**src/tmd_pkg.sv**
```systemverilog
`default_nettype none

package tmd_pkg;

    // Parse phase, one-hot
    typedef enum logic [5:0] {
        PH_HEADER  = 6'b000001,
        PH_TYPE    = 6'b000010,
        PH_LEN_HI  = 6'b000100,
        PH_LEN_LO  = 6'b001000,
        PH_VALUE   = 6'b010000,
        PH_IGNORE  = 6'b100000
    } t_phase;

    // Byte classification codes
    localparam logic [2:0] KIND_HEADER  = 3'd0;
    localparam logic [2:0] KIND_TYPE    = 3'd1;
    localparam logic [2:0] KIND_LEN_HI  = 3'd2;
    localparam logic [2:0] KIND_LEN_LO  = 3'd3;
    localparam logic [2:0] KIND_VALUE   = 3'd4;
    localparam logic [2:0] KIND_IGNORED = 3'd5;

    // Completion status codes
    localparam logic [1:0] STAT_OK        = 2'd0;
    localparam logic [1:0] STAT_SHORT     = 2'd1;
    localparam logic [1:0] STAT_BAD_MAGIC = 2'd2;
    localparam logic [1:0] STAT_OVERRUN   = 2'd3;

    // Configuration register indexes
    localparam logic [7:0] CFG_MAGIC    = 8'd0;
    localparam logic [7:0] CFG_MAX_TLVS = 8'd1;

    // Header layout
    localparam logic [2:0] HDR_POS_MAGIC   = 3'd0;
    localparam logic [2:0] HDR_POS_VERSION = 3'd1;
    localparam logic [2:0] HDR_POS_COMMAND = 3'd4;
    localparam logic [2:0] HDR_POS_SEQ_HI  = 3'd6;
    localparam logic [2:0] HDR_POS_SEQ_LO  = 3'd7;

    // Output tdata layout (lowest bit of each field)
    localparam int OUT_TDATA_W = 96;
    localparam int OFS_DATA    = 0;
    localparam int OFS_INDEX   = 8;
    localparam int OFS_TYPE    = 13;
    localparam int OFS_LENGTH  = 21;
    localparam int OFS_OFFSET  = 37;
    localparam int OFS_STATUS  = 53;
    localparam int OFS_TOTAL   = 55;
    localparam int OFS_VERSION = 60;
    localparam int OFS_COMMAND = 68;
    localparam int OFS_SEQ     = 76;

endpackage

`default_nettype wire

```
**src/tlv_message_deframer.sv**
```systemverilog
`default_nettype none

// TLV message deframer.
// Input stream (s_axis): one message byte per transaction in tdata, tlast on the
// final byte. Output stream (m_axis): one tagged result per input byte, in order,
// with tlast marking the result of the final byte (status and TLV total valid).
// tuser carries the byte kind; tdata carries the byte and its TLV tags plus the
// header fields received so far.
// Configuration: i_cfg_valid/o_cfg_ready write port, index 0 magic value,
// index 1 maximum TLV count; o_cfg_ready is always high, write only when idle.
// Registered: a result appears on m_axis the cycle after its byte is taken.
// Throughput: one byte per cycle unless m_axis stalls; all per-byte work is
// one pass of compare and counter logic from parser state to output register.
// Stalls: s_axis_tready is high while the output register is empty or is
// being drained this cycle, so a held m_axis_tready stops input after one
// result is waiting and no result is lost.
// Reset (i_rst_n low, synchronous): configuration returns to magic 0 and
// maximum 16, parser returns to the header phase, output register empties.
// After each final byte the parser clears itself for the next message.
module tlv_message_deframer #(
    parameter int MAX_ELEMENTS = 16
) (
    input  wire logic        i_clk,
    input  wire logic        i_rst_n,
    // input byte stream
    input  wire logic        s_axis_tvalid,
    output logic             s_axis_tready,
    input  wire logic [7:0]  s_axis_tdata,   // [7:0] data_byte
    input  wire logic        s_axis_tlast,   // last_byte
    // result stream
    output logic             m_axis_tvalid,
    input  wire logic        m_axis_tready,
    // [7:0] data_out, [12:8] tlv_index, [20:13] tlv_type, [36:21] tlv_length,
    // [52:37] value_offset, [54:53] status, [59:55] tlv_total,
    // [67:60] header_version, [75:68] header_command, [91:76] header_sequence,
    // [95:92] zero
    output logic [tmd_pkg::OUT_TDATA_W-1:0] m_axis_tdata,
    output logic [2:0]       m_axis_tuser,   // [2:0] byte_kind
    output logic             m_axis_tlast,   // message_done
    // configuration write channel
    input  wire logic        i_cfg_valid,
    output logic             o_cfg_ready,
    input  wire logic [7:0]  i_cfg_index,
    input  wire logic [7:0]  i_cfg_data
);

    localparam logic [7:0] MaxLimit = 8'(MAX_ELEMENTS);

    // configuration
    logic [7:0]  r_magic;
    logic [4:0]  r_max_tlvs;

    // parser state
    tmd_pkg::t_phase r_phase, n_phase;
    logic [2:0]  r_hdr_pos, n_hdr_pos;
    logic        r_magic_bad, n_magic_bad;
    logic [4:0]  r_count, n_count;
    logic [7:0]  r_cur_type, n_cur_type;
    logic [15:0] r_cur_len, n_cur_len;
    logic [15:0] r_remaining, n_remaining;
    logic [15:0] r_value_pos, n_value_pos;
    logic [7:0]  r_version, n_version;
    logic [7:0]  r_command, n_command;
    logic [15:0] r_sequence, n_sequence;

    // result of the byte being taken
    logic [2:0]  w_kind;
    logic [4:0]  w_index;
    logic [7:0]  w_type;
    logic [15:0] w_length;
    logic [15:0] w_offset;
    logic [1:0]  w_status;
    logic [4:0]  w_total;
    logic [15:0] w_len_full;
    logic [7:0]  w_limit;
    logic        w_limit_hit;
    logic        w_hdr_done;
    logic        w_overrun;
    logic        w_accept;

    // output register
    logic        r_out_valid;
    logic [tmd_pkg::OUT_TDATA_W-1:0] r_out_data;
    logic [2:0]  r_out_kind;
    logic        r_out_last;

    assign w_accept      = s_axis_tvalid && s_axis_tready;
    assign s_axis_tready = !r_out_valid || m_axis_tready;
    assign o_cfg_ready   = 1'b1;

    assign m_axis_tvalid = r_out_valid;
    assign m_axis_tdata  = r_out_data;
    assign m_axis_tuser  = r_out_kind;
    assign m_axis_tlast  = r_out_last;

    // TLV limit in force: smaller of the register and the build limit
    assign w_limit     = ({3'b000, r_max_tlvs} < MaxLimit) ? {3'b000, r_max_tlvs} : MaxLimit;
    assign w_limit_hit = ({3'b000, r_count} >= w_limit);
    assign w_len_full  = {r_cur_len[15:8], s_axis_tdata};

    // per-byte parse step
    always_comb begin
        n_phase     = r_phase;
        n_hdr_pos   = r_hdr_pos;
        n_magic_bad = r_magic_bad;
        n_count     = r_count;
        n_cur_type  = r_cur_type;
        n_cur_len   = r_cur_len;
        n_remaining = r_remaining;
        n_value_pos = r_value_pos;
        n_version   = r_version;
        n_command   = r_command;
        n_sequence  = r_sequence;
        w_kind      = tmd_pkg::KIND_IGNORED;
        w_index     = 5'd0;
        w_type      = 8'd0;
        w_length    = 16'd0;
        w_offset    = 16'd0;
        w_hdr_done  = 1'b0;
        w_overrun   = 1'b0;
        w_status    = tmd_pkg::STAT_OK;
        w_total     = 5'd0;

        case (r_phase)
            tmd_pkg::PH_HEADER: begin
                w_kind = tmd_pkg::KIND_HEADER;
                case (r_hdr_pos)
                    tmd_pkg::HDR_POS_MAGIC:   n_magic_bad = (s_axis_tdata != r_magic);
                    tmd_pkg::HDR_POS_VERSION: n_version = s_axis_tdata;
                    tmd_pkg::HDR_POS_COMMAND: n_command = s_axis_tdata;
                    tmd_pkg::HDR_POS_SEQ_HI:  n_sequence[15:8] = s_axis_tdata;
                    tmd_pkg::HDR_POS_SEQ_LO:  n_sequence[7:0] = s_axis_tdata;
                    default: ;
                endcase
                if (r_hdr_pos == tmd_pkg::HDR_POS_SEQ_LO) begin
                    w_hdr_done = 1'b1;
                    n_phase    = tmd_pkg::PH_TYPE;
                end else begin
                    n_hdr_pos = r_hdr_pos + 3'd1;
                end
            end
            tmd_pkg::PH_TYPE: begin
                w_index = r_count;
                if (w_limit_hit) begin
                    n_phase = tmd_pkg::PH_IGNORE;
                end else begin
                    w_kind     = tmd_pkg::KIND_TYPE;
                    w_type     = s_axis_tdata;
                    n_cur_type = s_axis_tdata;
                    n_cur_len  = 16'd0;
                    n_phase    = tmd_pkg::PH_LEN_HI;
                end
            end
            tmd_pkg::PH_LEN_HI: begin
                w_kind    = tmd_pkg::KIND_LEN_HI;
                w_index   = r_count;
                w_type    = r_cur_type;
                n_cur_len = {s_axis_tdata, 8'h00};
                n_phase   = tmd_pkg::PH_LEN_LO;
            end
            tmd_pkg::PH_LEN_LO: begin
                w_kind    = tmd_pkg::KIND_LEN_LO;
                w_index   = r_count;
                w_type    = r_cur_type;
                w_length  = w_len_full;
                n_cur_len = w_len_full;
                if (w_len_full == 16'd0) begin
                    // zero-length value completes here
                    n_count = r_count + 5'd1;
                    n_phase = tmd_pkg::PH_TYPE;
                end else begin
                    n_remaining = w_len_full;
                    n_value_pos = 16'd0;
                    n_phase     = tmd_pkg::PH_VALUE;
                    w_overrun   = 1'b1;
                end
            end
            tmd_pkg::PH_VALUE: begin
                w_kind      = tmd_pkg::KIND_VALUE;
                w_index     = r_count;
                w_type      = r_cur_type;
                w_length    = r_cur_len;
                w_offset    = r_value_pos;
                n_value_pos = r_value_pos + 16'd1;
                n_remaining = r_remaining - 16'd1;
                if (n_remaining == 16'd0) begin
                    n_count = r_count + 5'd1;
                    n_phase = tmd_pkg::PH_TYPE;
                end else begin
                    w_overrun = 1'b1;
                end
            end
            tmd_pkg::PH_IGNORE: begin
                w_index = r_count;
            end
            default: begin
                n_phase = tmd_pkg::PH_HEADER;
            end
        endcase

        // end of message: report, then start afresh
        if (s_axis_tlast) begin
            if (r_phase == tmd_pkg::PH_HEADER && !w_hdr_done) begin
                w_status = tmd_pkg::STAT_SHORT;
            end else begin
                w_total = n_count;
                if (n_magic_bad) begin
                    w_status = tmd_pkg::STAT_BAD_MAGIC;
                end else if (w_overrun) begin
                    w_status = tmd_pkg::STAT_OVERRUN;
                end
            end
        end
    end

    // configuration writes
    always_ff @(posedge i_clk) begin
        if (!i_rst_n) begin
            r_magic    <= 8'd0;
            r_max_tlvs <= 5'd16;
        end else if (i_cfg_valid) begin
            case (i_cfg_index)
                tmd_pkg::CFG_MAGIC:    r_magic <= i_cfg_data;
                tmd_pkg::CFG_MAX_TLVS: r_max_tlvs <= i_cfg_data[4:0];
                default: ;
            endcase
        end
    end

    // parser state update
    always_ff @(posedge i_clk) begin
        if (!i_rst_n || (w_accept && s_axis_tlast)) begin
            r_phase     <= tmd_pkg::PH_HEADER;
            r_hdr_pos   <= 3'd0;
            r_magic_bad <= 1'b0;
            r_count     <= 5'd0;
            r_cur_type  <= 8'd0;
            r_cur_len   <= 16'd0;
            r_remaining <= 16'd0;
            r_value_pos <= 16'd0;
            r_version   <= 8'd0;
            r_command   <= 8'd0;
            r_sequence  <= 16'd0;
        end else if (w_accept) begin
            r_phase     <= n_phase;
            r_hdr_pos   <= n_hdr_pos;
            r_magic_bad <= n_magic_bad;
            r_count     <= n_count;
            r_cur_type  <= n_cur_type;
            r_cur_len   <= n_cur_len;
            r_remaining <= n_remaining;
            r_value_pos <= n_value_pos;
            r_version   <= n_version;
            r_command   <= n_command;
            r_sequence  <= n_sequence;
        end
    end

    // output register occupancy
    always_ff @(posedge i_clk) begin
        if (!i_rst_n) begin
            r_out_valid <= 1'b0;
        end else if (w_accept) begin
            r_out_valid <= 1'b1;
        end else if (m_axis_tready) begin
            r_out_valid <= 1'b0;
        end
    end

    // output payload
    always_ff @(posedge i_clk) begin
        if (w_accept) begin
            r_out_kind <= w_kind;
            r_out_last <= s_axis_tlast;
            r_out_data <= {4'h0, n_sequence, n_command, n_version, w_total, w_status,
                           w_offset, w_length, w_type, w_index, s_axis_tdata};
        end
    end

endmodule

`default_nettype wire

```
**config.mk**
```make
export PLATFORM = sky130hd
export DESIGN_NAME = tlv_message_deframer
export DESIGN_NICKNAME = d
export VERILOG_FILES = /design/src/tmd_pkg.sv /design/src/tlv_message_deframer.sv
export SDC_FILE = /design/constraint.sdc
export NUM_CORES = 1
export LEC_CHECK = 0
export BUFFER_PORTS_ARGS = -buffer_cell sky130_fd_sc_hd__buf_2
export CORE_AREA = 2 2 169 171
export CTS_CLUSTER_DIAMETER = 60
export DETAILED_ROUTE_END_ITERATION = 16
export DIE_AREA = 0 0 171 173
export HOLD_SLACK_MARGIN = 0.05
export PLACE_DENSITY = 0.62
export SYNTH_ARGS = -nofsm -noshare
export SYNTH_HDL_FRONTEND = slang
export SYNTH_SLANG_ARGS = --single-unit
```
**constraint.sdc**
```tcl
create_clock -name i_clk -period 7 [get_ports i_clk]
set_input_delay 0 -clock i_clk [delete_from_list [all_inputs] [get_ports i_clk]]
set_output_delay 0 -clock i_clk [all_outputs]
set_load 0.05 [all_outputs]
```
# Word-level counts from Yosys, hierarchy flattened
# Index checks and enable logic that the tools add are counted.
[word_totals]
word_cells = 115
input_bits = 30
out_inout_bits = 103
ff_bits = 213
[classes]
n_bitwise = 5
n_lt_le_gt_ge = 2
add_sub_neg = 4
n_eq_ne = 16
n_reduce_logical = 27
mux = 39
[ops]
columns = ["cell", "count"]
rows = [
  ["one-hot mux 16 bit (2 select lines)", 3],
  ["2-to-1 mux 16 bit", 4],
  ["2-to-1 mux 8 bit", 7],
  ["one-hot mux 16 bit (3 select lines)", 1],
  ["one-hot mux 6 bit (6 select lines)", 1],
  ["zero test 16 bit", 2],
  ["2-to-1 mux 5 bit", 4],
  ["2-to-1 mux 6 bit", 3],
  ["adder 16 x 1 -> 16 bit (second input constant)", 1],
  ["one-hot mux 8 bit (2 select lines)", 1],
  ["subtractor 16 x 1 -> 16 bit (second input constant)", 1],
  ["one-hot mux 3 bit (5 select lines)", 1],
  ["AND reduction 3 bit", 4],
  ["one-hot mux 5 bit (2 select lines)", 1],
  ["== test 3 bit (second input constant)", 3],
  ["2-to-1 mux 1 bit", 9],
  ["== test 8 x 1 -> 1 bit (second input constant)", 1],
  ["zero test 8 bit", 1],
  ["inequality test 2 bit (second input constant)", 4],
  ["inequality test 8 bit", 1],
  ["AND reduction 4 bit", 2],
  ["== test 6 x 1 -> 1 bit (second input constant)", 1],
  ["== test 6 x 2 -> 1 bit (second input constant)", 1],
  ["== test 6 x 3 -> 1 bit (second input constant)", 1],
  ["22 further kinds", 35],
]

# Logic depth before layout (Yosys ltp)
[logic_depth]
ltp_word = 7
ltp_mapped = 10
depth_no_buf = 8

# Least setup slack after synthesis
# No wires, ideal clock.
[synth_path]
path_kind = "register to register"
start = "reg r_out_valid (netlist: m_axis_tvalid)"
end = "reg r_out_data (netlist bit m_axis_tdata[0]) (enable)"
stages_incl_launch_ff = 6
path_buffers = 2
required_time_ns = 6.503
setup_ns = 0.497
slack_ns = 1.983
arrival_ns = 4.520
synth_period_minus_slack_ns = 5.017
cell_sequence = "dfxtp_1 -> nand2b_1 -> nand2_1 -> inv_1 -> clkbuf_1 -> buf_1"
[synth_via]
elab_chain_cells = 3
[synth_lines]
columns = ["item", "line", "source"]
rows = [
  ["from (decl)", "tlv_message_deframer.sv:82", "logic r_out_valid;"],
  ["from (signal assigned)", "tlv_message_deframer.sv:262", "r_out_valid <= 1'b0;"],
  ["from (signal assigned)", "tlv_message_deframer.sv:264", "r_out_valid <= 1'b1;"],
  ["from (signal assigned)", "tlv_message_deframer.sv:266", "r_out_valid <= 1'b0;"],
  ["zero test 1 bit", "tlv_message_deframer.sv:88", "assign s_axis_tready = !r_out_valid || m_axis_tready;"],
  ["logical OR 1 bit", "tlv_message_deframer.sv:88", ""],
  ["net s_axis_tready", "tlv_message_deframer.sv:27", "output logic s_axis_tready,"],
  ["logical AND 1 bit", "tlv_message_deframer.sv:87", "assign w_accept = s_axis_tvalid && s_axis_tready;"],
  ["net w_accept", "tlv_message_deframer.sv:79", "logic w_accept;"],
  ["to (signal assigned)", "tlv_message_deframer.sv:275", "r_out_data <= {4'h0, n_sequence, n_command, n_version, w_total, w_status,"],
  ["to (decl)", "tlv_message_deframer.sv:83", "logic [tmd_pkg::OUT_TDATA_W-1:0] r_out_data;"],
]
# The timed path passes the listed nets, and every way through them passes these cells.
# A chain may end at the register's enable or synchronous reset.

# Worst setup path after layout
[layout_path]
start = "reg r_out_valid (netlist: m_axis_tvalid)"
end = "reg r_value_pos[5]"
[layout_via]
elab_chain_cells = 5
word_cells_on_any_way = 6
classes_between = "reduce/logical: 6"
[layout_lines]
columns = ["item", "line", "source"]
rows = [
  ["zero test 1 bit *", "tlv_message_deframer.sv:88", ""],
  ["logical OR 1 bit *", "tlv_message_deframer.sv:88", ""],
  ["logical AND 1 bit *", "tlv_message_deframer.sv:87", ""],
  ["logical AND 1 bit", "tlv_message_deframer.sv:232", "if (!i_rst_n || (w_accept && s_axis_tlast)) begin"],
  ["logical OR 1 bit", "tlv_message_deframer.sv:232", ""],
  ["to (signal assigned)", "tlv_message_deframer.sv:252", "r_value_pos <= n_value_pos;"],
  ["to (decl)", "tlv_message_deframer.sv:61", "logic [15:0] r_value_pos, n_value_pos;"],
]
# Mark *: on every way between the ends. The rest lies on a longest branch, timed or not.

==> Implementation_results.wiki <==
{| class="wikitable"
! Metric !! Value
|-
| Post-synth EDFFs || 96
|-
| Die Area || 29,580 sq um
|-
| Xor and xnor fraction of the mapped netlist area || under 10%
|-
| Global-route total usage across every layer || 16.37%
|-
| Type of the setup path with the least slack || flip-flop to flip-flop
|-
| Final hold viol count || 0
|-
| Signed area change from the synthesized netlist to the final layout || 20.40%
|-
| Avg WL per Cell || 16.95 microns
|-
| Number of pins exceeding their max-slew limit in the final report || 0
|-
| Number of H-tree levels || 1
|-
| Primary flip-flop cell chosen by synthesis mapping || sky130_fd_sc_hd__dfxtp_1
|-
| Maximum operating frequency || ~0.3 GHz
|-
| DRT antenna net count || 0
|-
| Peak supply drop || around 120 uV
|-
| Number of standard-cell rows in the floorplan || 61
|-
| Share of synthesized cell area in full adder, half adder and majority cells || 1.825%
|-
| Distinct cell type count after synthesis || 69
|-
| Initial core utilization || between 30% and 40%
|-
| Nature of the critical path endpoint || flip-flop
|-
| Mapped cell area || roughly 9600 sq um
|-
| Setup repair after global routing missed its margin || false
|-
| Pin count of the biggest net entering global routing || 97
|-
| Sum of buffers and inverters on the critical path || 1
|-
| Clock tree skew after final layout || 0.01054 ns
|-
| Clk pin slew, worst setup/hold paths || 0.06 ns
|-
| Placer's final routability congestion estimate || approximately 0.86
|-
| Power after layout || around 2.8 mW
|-
| Flip-flop and latch count after synthesis || around 210
|-
| Worst-path cell with the longest stage delay || sky130_fd_sc_hd__inv_6
|-
| Share of Yosys cell area claimed by the top area cell type || between 30% and 40%
|-
| Max-capacitance violation count || 0
|-
| Detailed Route Iter0 Violations || 500
|-
| Core area || approximately 28,000 sq um
|-
| Ports placed on the boundary || around 130
|-
| Largest family of logic cells by synthesized area || simple AND/OR/NAND/NOR gates
|-
| Share of final-layout standard cells stronger than drive strength 1 || about a fifth
|-
| Register area share after synthesis || about 54%
|-
| Antenna violations before repair || 0
|-
| Post-place setup slack || 3.664 ns
|-
| Library cell with the highest instance count after synthesis || sky130_fd_sc_hd__nand2_1
|-
| Kind of cell adding the most delay to the critical path || simple AND/OR/NAND/NOR gates
|-
| Number of global-route vias before repair || around 7,000
|-
| Cell Count, Final, Fillers Out || between 1,000 and 1,500
|-
| Congestion Overflow GR || 0
|-
| Clk buf depth || 3
|-
| Wire length of the first global-routing pass || between 30,000 and 40,000 microns
|-
| Iteration count of the initial detailed-routing pass || 5
|-
| Data required time at the worst endpoint || around 7.4 ns
|-
| Worst slew pin tran || about 1.2 ns
|-
| Die extent in y || 173 microns
|-
| Worst Path Max Fanout || 49
|-
| Post-cts repair resize count || 0
|-
| Static leakage power || 4.442 nW
|-
| Area taken by flip-flops and latches || ~5200 sq um
|-
| Count of buffers from port buffering || 127
|-
| Number of remaining DRC errors || 0
|-
| Number of standard cells after synthesis || between 900 and 1,000
|-
| Share of flip-flops with an asynchronous set or reset || 0%
|-
| Status || finished, final reports clean
|-
| Horizontal die dimension || 171 microns
|-
| Final Worst Setup Slack || between 3 and 4 ns
|-
| Worst-skew pair later-pin latency || between 0.5 and 0.6 ns
|-
| Most numerous cell types in the synthesized netlist || sky130_fd_sc_hd__nand2_1, sky130_fd_sc_hd__dfxtp_1, sky130_fd_sc_hd__edfxtp_1
|-
| Inserted Clock Buffers || 24
|-
| Combined area of the multi-input logic cells || just over 4000 sq um
|-
| Area fraction in compound gates after synthesis || roughly an eighth
|-
| Hold crit path type || input pin to flip-flop
|-
| Via count || approximately 7,500
|-
| Number of antenna repair diodes || 0
|-
| Period utilisation layout || a little under half
|-
| Instance count after placement with tap cells included || approximately 1,400
|-
| Delay of the slowest critical-path stage || between 0.6 and 0.7 ns
|-
| WL final || around 25,000 microns
|-
| Cells along the critical path || nand2b_1 -> nand2_2 -> inv_6 -> o21a_1 -> nand3_1 -> nand2_1 -> nor2_1
|-
| Design Area, Final || 11,560 sq um
|-
| Library cell occupying the most area in the post-synthesis netlist || sky130_fd_sc_hd__edfxtp_1
|-
| Most area-consuming cells after synthesis || sky130_fd_sc_hd__edfxtp_1, sky130_fd_sc_hd__dfxtp_1, sky130_fd_sc_hd__nand2_1, sky130_fd_sc_hd__mux2_2, sky130_fd_sc_hd__a21oi_1
|-
| Post-synthesis mux area share || 5.422%
|-
| Synth Area in Simple Gates || 19.37%
|-
| Yosys Warn Count || 0
|-
| Power Density || about 250 nW/um^2
|-
| Type of origin of the critical path || flip-flop
|-
| NumNets Final || approximately 1,100
|-
| CTS root buffer || sky130_fd_sc_hd__clkbuf_16
|-
| Time the final worst path needs with I/O delays and setup || around 3.4 ns
|-
| Routed via count divided by cell count || between 5 and 6
|-
| Per-instance average area after synthesis || slightly above 10 sq um
|-
| Cell area after placement || 10,510 sq um
|-
| Final HPWL from detailed placement || ~16,000 microns
|-
| Worst slew margin relative to its limit || 22.01%
|-
| Final setup fails || 0
|-
| CTS tree || done
|-
| Accumulated negative setup slack || 0 ns
|-
| Data arrival at the endpoint of the critical path || ~3.7 ns
|-
| Clock Sinks || ~210
|-
| Fill cell total of the finished layout || 2,714
|}
==> worst reg2reg max path, delay by kind of cell, from the launching register on <==
family	cells	cell delay [ns]
compound gates	1	0.45
buf+inv	1	0.63
flops	1	0.31
simple gates	5	1.85
==> flip-flops by register name, indices dropped and copies added, names as in the netlist <==
register,cells
r_cur_len,16
r_phase,6
r_version,8
r_remaining,16
m_axis_tvalid,1
m_axis_tlast,1
r_value_pos,16
r_magic,8
m_axis_tuser,3
r_sequence,16
m_axis_tdata,92
r_hdr_pos,3
r_magic_bad,1
r_count,5
r_max_tlvs,5
r_cur_type,8
r_command,8
==> cell type report <==
| class | instances | area share (%) |
|---|---|---|
| clock buffers | 36 | 6.289 |
| clock inverters | 8 | 0.6387 |
| inverters | 17 | 0.5954 |
| multi-input cells | 646 | 35.19 |
| flip-flops and latches | 213 | 45.20 |
| well taps | 378 | 4.092 |
| repair buffers | 157 | 7.989 |
==> per-stage QoR <==
| step | utilization [%] | hold WS [ns] |
|---|---|---|
| 6_report | 41.84 | 0.07522 |
| 5_1_grt | 41.84 | 0.1014 |
| 4_1_cts | 41.84 | 0.06767 |
| 3_5_place_dp | 38.03 | 0.2711 |
| 3_3_place_gp | 38.03 | 0.2530 |
| 2_1_floorplan | - | 0.09887 |
==> per-layer routing <==
layer,vias to the layer above,GRT usage [%],share of wire (%)
li1,3641,-,-
met1,3629,22.26,44
met2,223,27.12,48
met3,39,2.335,5.1
met4,0,4.590,2.2
met5,-,0,0
==> final timing paths <==
| kind | startpoint | end | slack (ns) | cells after the start |
|---|---|---|---|---|
| max | m_axis_tvalid$_SDFFE_PN0P_ | r_value_pos[5]$_SDFFE_PP0P_ | 3.65 | 7 |
| min | i_cfg_index[0] | r_magic[0]$_SDFFE_PN0P_ | 0.08 | 4 |
| max reg2reg | m_axis_tvalid$_SDFFE_PN0P_ | r_value_pos[5]$_SDFFE_PP0P_ | 3.65 | 7 |
| min reg2reg | r_cur_type[4]$_SDFFE_PP0P_ | r_cur_type[4]$_SDFFE_PP0P_ | 0.45 | 2 |
==> kinds of logic after synthesis <==
family,Yosys count
simple gates,362
flops,213
compound gates,190
buf+inv,82
mux,48
xor+xnor,27
fa+ha+maj,14
other cells,2
==> what timing repair did <==
item | 4_1_cts | 5_1_grt
hold buffers | 25 | 0
hold endpoints to repair | 54 | 0
buffers inserted | 0 | 0
==> placed cells by master (no fill, tap or decap), types with 5 or more instances in the layout <==
cell                              n
sky130_fd_sc_hd__mux2i_1         16
sky130_fd_sc_hd__o21ai_1          6
sky130_fd_sc_hd__nand3_1         26
sky130_fd_sc_hd__clkbuf_16       25
sky130_fd_sc_hd__xnor2_1         14
sky130_fd_sc_hd__conb_1           5
sky130_fd_sc_hd__nand4_1         18
sky130_fd_sc_hd__and2_1          25
sky130_fd_sc_hd__edfxtp_1        96
sky130_fd_sc_hd__or3_1            6
sky130_fd_sc_hd__mux2_2          32
sky130_fd_sc_hd__a21oi_1         59
sky130_fd_sc_hd__ha_1            14
sky130_fd_sc_hd__nand4b_1         5
sky130_fd_sc_hd__nor4_1          15
sky130_fd_sc_hd__clkbuf_1         5
sky130_fd_sc_hd__nand2b_1        13
sky130_fd_sc_hd__clkbuf_8         6
sky130_fd_sc_hd__nor3_1          18
sky130_fd_sc_hd__buf_2          127
sky130_fd_sc_hd__and3_1          10
sky130_fd_sc_hd__dfxtp_1        117
sky130_fd_sc_hd__buf_4            5
sky130_fd_sc_hd__inv_1           16
sky130_fd_sc_hd__nor3b_1          5
sky130_fd_sc_hd__o21ai_0         43
sky130_fd_sc_hd__a311oi_1         6
sky130_fd_sc_hd__dlygate4sd3_1   25
sky130_fd_sc_hd__nor2_1          50
sky130_fd_sc_hd__a31oi_1          5
sky130_fd_sc_hd__nand2_1        126
sky130_fd_sc_hd__o211a_1          9
sky130_fd_sc_hd__nor2b_1         17
sky130_fd_sc_hd__xor2_1          13
sky130_fd_sc_hd__a22o_1          16
==> power by group <==
part | internal [mW] | total, mW | leakage, nW | switching, mW
clock network | 0.756 | 1.25 | 0.395 | 0.490
registers | 1.34 | 1.35 | 1.91 | 0.0112
logic | 0.0529 | 0.249 | 2.14 | 0.196
total | 2.14 | 2.84 | 4.44 | 0.697
Power figures use the tool's default switching activity.
